### config.mk
export PLATFORM = sky130hd
export DESIGN_NAME = tivh_match
export DESIGN_NICKNAME = d
export VERILOG_FILES = /design/src/sv/tivh_pkg.sv /design/src/sv/tivh_match.sv
export SDC_FILE = /design/constraint.sdc
export NUM_CORES = 1
export LEC_CHECK = 0
export BUFFER_PORTS_ARGS = -buffer_cell sky130_fd_sc_hd__buf_2
export CAP_MARGIN = 25
export CORE_MARGIN = 1
export CORE_UTILIZATION = 45
export CTS_BUF_LIST = sky130_fd_sc_hd__clkbuf_4 sky130_fd_sc_hd__clkbuf_8
export DETAILED_ROUTE_END_ITERATION = 10
export PLACE_DENSITY_LB_ADDON = 0.12
export SKIP_CTS_REPAIR_TIMING = 1
export SLEW_MARGIN = 0
export SYNTH_ARGS = -nofsm -noshare
export SYNTH_HDL_FRONTEND = slang
export SYNTH_SLANG_ARGS = --single-unit
### constraint.sdc
create_clock -name clk -period 2.58 [get_ports clk]
set_input_delay 0.258 -clock clk [delete_from_list [all_inputs] [get_ports clk]]
set_output_delay 0.258 -clock clk [all_outputs]
set_load 0.05 [all_outputs]
### src/sv/tivh_pkg.sv
// shared constants, types and helpers for the track identity vote histogram
package tivh_pkg;

	localparam int MAX_TRACKS = 16;
	localparam int FACE_BINS = 30;
	localparam int GUESSES = 3;
	localparam int SLOT_W = $clog2(MAX_TRACKS);
	localparam int BIN_W = $clog2(FACE_BINS);
	localparam int PNUM_W = 5;
	localparam int COUNT_W = 16;
	localparam int TAG_W = 64;
	localparam int ID_W = 5;
	localparam int CONF_W = 10;
	localparam int ADD_W = 4;
	localparam int VOTES = MAX_TRACKS * FACE_BINS;
	localparam int VADDR_W = $clog2(VOTES);
	localparam logic [COUNT_W-1:0] VOTE_MAX = '1;

	localparam logic STATUS_OK = 1'b0;
	localparam logic STATUS_FULL = 1'b1;

	// sequencer state codes
	localparam logic [2:0] ST_CLEAR = 3'd0;
	localparam logic [2:0] ST_IDLE = 3'd1;
	localparam logic [2:0] ST_LOOK = 3'd2;
	localparam logic [2:0] ST_RD = 3'd3;
	localparam logic [2:0] ST_WR = 3'd4;
	localparam logic [2:0] ST_SCAN = 3'd5;
	localparam logic [2:0] ST_LAST = 3'd6;

	// tag lookup result from the match lanes
	typedef struct packed {
		logic hit;
		logic [SLOT_W-1:0] slot;
	} match_t;

	// confidence divided by 100, small table over 10 bits
	function automatic logic [ADD_W-1:0] conf_votes(input logic [CONF_W-1:0] c);
		logic [ADD_W-1:0] q;
		q = '0;
		if (c >= 10'd100) q = 4'd1;
		if (c >= 10'd200) q = 4'd2;
		if (c >= 10'd300) q = 4'd3;
		if (c >= 10'd400) q = 4'd4;
		if (c >= 10'd500) q = 4'd5;
		if (c >= 10'd600) q = 4'd6;
		if (c >= 10'd700) q = 4'd7;
		if (c >= 10'd800) q = 4'd8;
		if (c >= 10'd900) q = 4'd9;
		if (c >= 10'd1000) q = 4'd10;
		return q;
	endfunction

endpackage

### src/sv/tivh_match.sv
// parallel tag compare lanes with a priority merge
module tivh_match import tivh_pkg::*; (
	input  logic             clk,
	input  logic             arst_n,
	input  logic             wr,
	input  logic [SLOT_W-1:0] wr_slot,
	input  logic [TAG_W-1:0] tag,
	output match_t           match
);

	logic [TAG_W-1:0] tags_q [MAX_TRACKS];
	logic [MAX_TRACKS-1:0] valid_q;
	logic [MAX_TRACKS-1:0] hit;

	// tag store
	always_ff @(posedge clk) begin
		if (wr) tags_q[wr_slot] <= tag;
	end

	// valid bits
	always_ff @(posedge clk or negedge arst_n) begin
		if (!arst_n) begin
			valid_q <= '0;
		end else if (wr) begin
			valid_q[wr_slot] <= 1'b1;
		end
	end

	// one compare lane per slot
	always_comb begin
		for (int k = 0; k < MAX_TRACKS; k++) hit[k] = valid_q[k] && (tags_q[k] == tag);
	end

	// merge: lowest matching slot
	always_comb begin
		match = '0;
		for (int k = MAX_TRACKS - 1; k >= 0; k--) begin
			if (hit[k]) begin
				match.hit = 1'b1;
				match.slot = SLOT_W'(k);
			end
		end
	end

endmodule

==> summary.txt, run 1 <==
Floorplanning
  • Row cnt: 113
  • Starting density of the core: 45.76%
  • IO Pins: 76
  • Core footprint: 95580 um^2
  • Die width: 313.8 um
  • Die height: 313.8 um
  • Die area: 98450 um^2

GRT
  • Vias in the first global route: 28350
  • Initial antenna violation count: 29
  • Gr ovfl total: 0
  • Total global-route track usage: 34.07%
  • Pin count of the biggest net entering global routing: 66
  • First-pass GRT wire length: 228000 um

Drt
  • DRT Pass-1 Iters: 6
  • WL/cell: 35.35 um
  • Routed wl met3: 20040 um
  • Routed WL: 182000 um
  • Initial DRC count: 4602
  • Metal2 WL: 81300 um
  • Met1 WL: 73400 um
  • Via density: 5.872
  • Vias after detailed routing: 30240
  • DRC Markers: 0
  • Top Layer Used: met5
  • Remaining antenna violation count after routing: 0

Yosys
  • Register area share after synthesis: 71.22%
  • Ys Warns: 0
  • Cells after Synth: 2738
  • Most common flop cell mapped by yosys: edfxtp_1
  • Synth cell types: 58
  • Synth area leader: edfxtp_1
  • Area of the mapped netlist: 43740 um^2
  • Synth area leaders: edfxtp_1, xnor2_1, xor2_1
  • Synthesized area per cell: 15.97 um^2
  • Synth top area share: 70.30%
  • Synth Net Count: 2809
  • Seq cells post-synth: 1040
  • Synth async-reset ratio: 1.538%
  • Post-synth EDFFs: 1024

Setup path
  • Critical path's most frequent cell: buf_4
  • Worst EP arrival: 3.95 ns
  • CP max FO: 10
  • CP peak stage delay: 0.75 ns
  • Slowest CP cell: dlygate4sd3_1
  • Worst r2r path cells: 1
  • Startpoint types: input port
  • Crit-path cells: buf_2, buf_12, dlygate4sd3_1, buf_12, xnor2_1, nand4_1, nor4_2, buf_4, nand4_1, buf_4, nor4_2, buf_4, o21a_1, nor2_1, a31o_2, buf_8
  • Endpoint class of the critical path: primary output
  • CP required: 2.32 ns
  • Critical Setup Path Class: input port to primary output

STA
  • Fin crit period: 4.210 ns
  • Max-Slew Margin vs Limit: 33.95%
  • Max-slew violation count: 0
  • Final setup margin: -1.630 ns
  • Skew final: 0 ns
  • Final Setup Violations: 5
  • Worst hold slack: 0.009306 ns
  • Worst-Margin Slew: 0.9874 ns
  • RSZ-0062 raised after global routing: yes
  • Final Cycle Share: 163.2%
  • Fmax achieved: 237.6 MHz
  • Hold Vio Cnt, Final: 0

Clock network
  • Maximum clock path buffer count: 3
  • Worst-Skew Late Latency: 0.86 ns
  • Worst-path clk slew: 0.06 ns
  • CTS Buf Count: 177
  • CTS tree: yes
  • Clock Tree Root: clkbuf_8
  • H-tree Lvls: 4
  • TritonCTS Sinks: 1040

Finish
  • Util after Layout: 60.09%
  • Share of cells above drive strength 1: 30.07%
  • Final nets: 3801
  • P&R area growth vs syn: 31.31%

Run status
  • Failing checks: negative setup slack
  • Status: complete, but fails checks

Placement
  • Routability cong.: 0.9801
  • DP HPWL: 123100 um
  • Port bufs: 75

Pwr
  • Maximum VDD drop: 0.5188 mV
  • PwrDens: 660.8 nW/um^2
  • Leakage power: 20.29 nW

Hold path
  • HP Class: input port to flip-flop
  • Worst Hold Path Cells: 3

Flow run
  • Max-cap viol count: 0
## layout make-up
class	count	area, um^2
inverters	114	430.4
clock buffers	248	3082
fillers	7555	38140
clock inverters	75	349.1
repair buffers	939	8862
well taps	1265	1583
flip-flops and latches	1040	31150
multi-input cells	1458	11950
diodes	10	25.02
## logic make-up after synthesis
family,count (synthesis),synth area share [%]
buffers and inverters,240,2.698
AND/OR/NAND/NOR,432,6.067
flip-flops,1040,71.22
XOR/XNOR,762,15.26
AO/OA/AOI/OAI,264,4.760
## per-stage QoR
| step | setup slack (ns) | power, mW | TNS (ns) | instances | area (um^2) |
|---|---|---|---|---|---|
| 6_report | -1.630 | 37.95 | -7.943 | 5149 | 57440 |
| 5_1_grt | -1.618 | 38.86 | -7.966 | 5142 | 57420 |
| 4_1_cts | -2.247 | 37.61 | -10.89 | 4983 | 55470 |
| 3_5_place_dp | -1.499 | 23.13 | -7.147 | 4660 | 52040 |
| 3_3_place_gp | -1.524 | 23.10 | -7.249 | 4660 | 52040 |
| 2_1_floorplan | -0.1563 | 20.82 | -24.36 | 2738 | 44080 |
## cell usage in the layout, fill, tap and decap left out, types with 7 or more instances in the layout
| cell | n |
|---|---|
| a2bb2oi_1 | 9 |
| nor4_2 | 17 |
| nor4_4 | 12 |
| o22ai_1 | 68 |
| o2111ai_1 | 16 |
| o2bb2ai_1 | 30 |
| clkinv_1 | 52 |
| nor2_1 | 17 |
| nor2_4 | 12 |
| nand2_1 | 11 |
| dlygate4sd3_1 | 156 |
| xnor2_2 | 10 |
| xor2_1 | 368 |
| a222oi_1 | 11 |
| nand3_1 | 20 |
| edfxtp_1 | 1024 |
| or2_2 | 18 |
| inv_2 | 16 |
| clkbuf_4 | 53 |
| xnor2_1 | 382 |
| nor4_1 | 101 |
| dfrtp_1 | 16 |
| inv_1 | 94 |
| a22oi_1 | 18 |
| nand2b_1 | 42 |
| nand4_1 | 129 |
| a221oi_1 | 42 |
| nor3_1 | 17 |
| buf_2 | 70 |
| buf_12 | 125 |
| nor2b_1 | 7 |
| buf_6 | 7 |
| diode_2 | 10 |
| o221ai_1 | 12 |
| clkbuf_8 | 195 |
| buf_4 | 580 |
| clkinv_2 | 21 |
| o21ai_0 | 10 |
| a22o_1 | 13 |
## worst max-delay path, delay by kind of cell
kind | cells | cell delay [ns]
XOR/XNOR | 1 | 0.15
AO/OA/AOI/OAI | 2 | 0.40
buffers and inverters | 8 | 1.98
AND/OR/NAND/NOR | 5 | 1.12
## sequential cells by signal (all words and copies together), names as in the netlist
name,flops
tags_q,1024
valid_q,16
## power breakdown
group	switching, mW	internal, mW
sequential	0.171	19.0
combinational	2.45	1.66
clock	6.94	7.77
## synthesized netlist by cell type (3+ instances only)
| library cell | number |
|---|---|
| nand4_1 | 129 |
| nand2_1 | 11 |
| o2111ai_1 | 16 |
| o22ai_1 | 68 |
| nor2b_1 | 7 |
| nor3_1 | 21 |
| inv_2 | 15 |
| a21oi_1 | 7 |
| a22oi_1 | 18 |
| a222oi_1 | 11 |
| o221ai_1 | 13 |
| edfxtp_1 | 1024 |
| a2111oi_0 | 7 |
| a221oi_1 | 42 |
| a22o_1 | 13 |
| inv_1 | 95 |
| buf_2 | 86 |
| clkinv_1 | 3 |
| xnor2_1 | 392 |
| o21ai_0 | 11 |
| and4_1 | 6 |
| xor2_1 | 370 |
| clkbuf_1 | 8 |
| nor2_1 | 29 |
| or4_1 | 5 |
| o2bb2ai_1 | 30 |
| buf_4 | 19 |
| or2_2 | 18 |
| nor4_1 | 124 |
| a2bb2oi_1 | 9 |
| a221o_1 | 6 |
| nor4_2 | 5 |
| nand3_1 | 21 |
| buf_6 | 13 |
| dfrtp_1 | 16 |
| nand2b_1 | 42 |
## worst paths after layout
kind                                   from       endpoint  slack [ns]
worst max-delay path                tag[35]       match[0]       -1.63
worst min-delay path                tag[56]  tags_q[5][56]       0.009
worst max register to register   valid_q[4]     valid_q[4]        1.77
worst min register to register  valid_q[15]    valid_q[15]        0.47
max in group asynchronous            arst_n     valid_q[7]        1.93
min in group asynchronous            arst_n    valid_q[12]        0.06
## per-layer routing
metal  vias to the layer above  track usage [%]
met3                       330            6.492
met2                      1952            52.14
li1                      12440                -
met4                         6            11.15
met5                         -                0
met1                     15510            49.01
Note: power is estimated with default switching activity, not from simulation.
==> run 2: changes to the inputs <==
Settings changed: CORE_MARGIN 1 to default, CORE_UTILIZATION 45 to 48, PLACE_DENSITY_LB_ADDON 0.12 to default.
==> run 2 against run 1 <==
  * Sequential share of layout area grew 0.45 points
  * Cell count decreased by 1.7%
  * Clock power hardly changed
  * Critical path type is now flip-flop to primary output
  * Largest power group unchanged
  * Count of clock-buffer cells in the layout shrank 4
  * Worst setup slack worse by 0.32 ns
  * The run ends with negative hold slack, negative setup slack left
  * Combinational power grew 1%
==> summary.txt, run 2 (synthesized netlist as in run 1, its figures left out) <==
Drt
  • WL/cell: 37.33 um (+5.6%)
  • Routed wl met3: 23220 um (+16%)
  • Remaining antenna violation count after routing: 0 (unchanged)
  • Metal2 WL: 81700 um (+0.49%)
  • DRC Markers: 0 (unchanged)
  • Vias after detailed routing: 31000 (+2.5%)
  • Top Layer Used: met5
  • Initial DRC count: 4857 (+5.5%)
  • Met1 WL: 73940 um (+0.73%)
  • DRT Pass-1 Iters: 6 (unchanged)
  • Routed WL: 189000 um (+3.8%)
  • Via density: 6.125 (+4.3%)

Setup path
  • CP max FO: 2 (-8)
  • Startpoint types: flip-flop
  • CP required: 2.32 ns (about the same)
  • Critical Setup Path Class: flip-flop to primary output
  • Endpoint class of the critical path: primary output
  • Worst r2r path cells: 1 (unchanged)
  • Worst EP arrival: 4.28 ns (+0.33 ns)

Floorplanning
  • Die width: 303.9 um (-3.2%)
  • Core footprint: 90150 um^2 (-5.7%)
  • Starting density of the core: 48.52% (+2.8 points)
  • Row cnt: 110 (-2.7%)
  • Die area: 92330 um^2 (-6.2%)
  • Die height: 303.9 um (-3.2%)
  • IO Pins: 76 (unchanged)

Pwr
  • Clock Power Share: 38.9% (about the same)
  • Maximum VDD drop: 0.5465 mV (+5.3%)
  • Net Sw Power: 9.786 mW (+2.3%)
  • Internal power: 28.33 mW (-0.20%)
  • Power Total: 38.12 mW (+0.44%)
  • Power share of the combinational group: 10.9% (about the same)
  • PwrDens: 669.2 nW/um^2 (+1.3%)
  • Sw frac: 25.67% (+0.48 points)
  • Part of the power in registers: 50.2% (-0.2 points)
  • Leakage power: 20.16 nW (-0.62%)

Finish
  • Most common cell after layout, fill and taps aside: edfxtp_1
  • Final Non-Filler Cells: 5061 (-1.7%)
  • Final nets: 3795 (-0.16%)
  • Reg with most FFs: tags_q
  • P&R area growth vs syn: 30.24%
  • Commonest non-fill, non-tap cells in the layout: edfxtp_1, buf_4, xnor2_1
  • Share of cells above drive strength 1: 30.19% (+0.12 points)
  • Fillers: 6835 (-9.5%)
  • Top Registers: tags_q x1024, valid_q x16
  • Max reg flops: 1024 (unchanged)

STA
  • Final Setup Violations: 5 (unchanged)
  • Final setup margin: -1.954 ns (-0.3242 ns)
  • Worst hold slack: -0.009374 ns (-0.01868 ns)
  • Final Cycle Share: 175.7% (+13 points)
  • Fin crit period: 4.534 ns (+0.3242 ns)
  • RSZ-0062 raised after global routing: yes
  • Max-slew violation count: 0 (unchanged)
  • Skew final: 0 ns (unchanged)
  • Hold Vio Cnt, Final: 3 (+3)
  • Max-Slew Margin vs Limit: 29.03% (-4.9 points)
  • Worst-Margin Slew: 1.061 ns (+0.07359 ns)
  • Fmax achieved: 220.6 MHz (-7.1%)

GRT
  • First-pass GRT wire length: 236400 um (+3.7%)
  • Gr ovfl total: 0 (unchanged)
  • Vias in the first global route: 28980 (+2.2%)
  • Total global-route track usage: 37.75% (+3.7 points)
  • Initial antenna violation count: 20 (-31%)
  • Pin count of the biggest net entering global routing: 66 (unchanged)

Hold path
  • HP Class: input port to flip-flop
  • Worst Hold Path Cells: 3 (unchanged)

Placement
  • DP HPWL: 127900 um (+3.9%)
  • Routability cong.: 0.9949 (+1.5%)
  • Port bufs: 75 (unchanged)
  • Setup slack at placement: -1.420 ns (+0.07959 ns)
  • Dpl cells: 4599 (-1.3%)

Clock network
  • Worst-path clk slew: 0.06 ns (about the same)
  • Worst-Skew Late Latency: 0.89 ns (+0.03 ns)
  • CTS Buf Count: 176 (-0.56%)
  • Maximum clock path buffer count: 3 (unchanged)
  • TritonCTS Sinks: 1040 (unchanged)
  • Clock Tree Root: clkbuf_8
  • H-tree Lvls: 4 (unchanged)
  • CTS tree: yes

Run status
  • Status: complete, but fails checks
  • Failing checks: negative hold slack, negative setup slack

Flow run
  • Max-cap viol count: 0 (unchanged)
## run 2: cell types whose count changed in the layout (fill, tap and decap cells not counted), moves of 4 or more
| cell | delta |
|---|---|
| nor4_2 | -7 |
| clkbuf_8 | -14 |
| buf_4 | +29 |
| xnor2_1 | +5 |
| clkinv_1 | +4 |
| clkinv_2 | -6 |
| nor4_1 | +17 |
| nor4_4 | -10 |
| clkbuf_4 | +10 |
| xnor2_2 | -5 |
| dlygate4sd3_1 | -33 |
## run 2: final timing paths
path / start / end / slack (ns)
min in group asynchronous: arst_n / valid_q[3] / 0.09
setup / recovery: tags_q[10][34] / match[1] / -1.95
max in group asynchronous: arst_n / valid_q[4] / 1.83
hold / removal: tag[32] / tags_q[0][32] / -0.009
hold reg to reg: valid_q[1] / valid_q[1] / 0.46
setup reg to reg: valid_q[8] / valid_q[8] / 1.78
## run 2: final cells by class
| class | count | area, um^2 | share of cell area, % |
|---|---|---|---|
| multi-input cells | 1458 | 11700 | 20.53 |
| repair buffers | 934 | 8761 | 15.38 |
| flip-flops and latches | 1040 | 31150 | 54.68 |
| clock buffers | 244 | 2964 | 5.203 |
| diodes | 13 | 32.53 | 0.05711 |
| well taps | 1176 | 1471 | 2.583 |
| inverters | 114 | 430.4 | 0.7556 |
| clock inverters | 82 | 461.7 | 0.8105 |
## run 2: routing by layer
| layer | track usage [%] | up-vias |
|---|---|---|
| met3 | 7.668 | 448 |
| met1 | 54.04 | 15770 |
| met2 | 56.44 | 2339 |
| met5 | 0 | - |
| met4 | 15.48 | 6 |
| li1 | - | 12440 |
## run 2: through the flow
step	instance area (um^2)	hold slack, ns	TNS, ns	util [%]
floorplan	44080	-0.03759	-24.36	-
global placement	52170	0.4352	-6.511	57.87
detailed placement	52170	0.4342	-6.720	57.87
CTS	55590	-0.4956	-9.528	61.67
global route	56940	-0.008716	-9.353	63.16
finish	56970	-0.009374	-9.497	63.19
## run 2: power groups by stage
stage / logic [mW] / clock network [mW] / registers [mW]
2_1_floorplan: 1.39 / 0 / 19.4
3_3_place_gp: 3.71 / 0 / 19.5
3_5_place_dp: 3.73 / 0 / 19.5
4_1_cts: 3.75 / 14.9 / 19.1
5_1_grt: 4.21 / 15.5 / 19.2
6_report: 4.15 / 14.8 / 19.1
## run 2: worst max-delay path, stage by stage (launching register included)
cell,delay (ns)
edfxtp_1,0.39
xnor2_1,0.29
buf_4,0.20
nand4_1,0.10
buf_4,0.19
nor4_1,0.35
nand3_1,0.22
nor4_2,0.59
buf_4,0.21
nor2_1,0.05
a211oi_2,0.27
o311ai_2,0.18
a21oi_4,0.20
buf_6,0.17
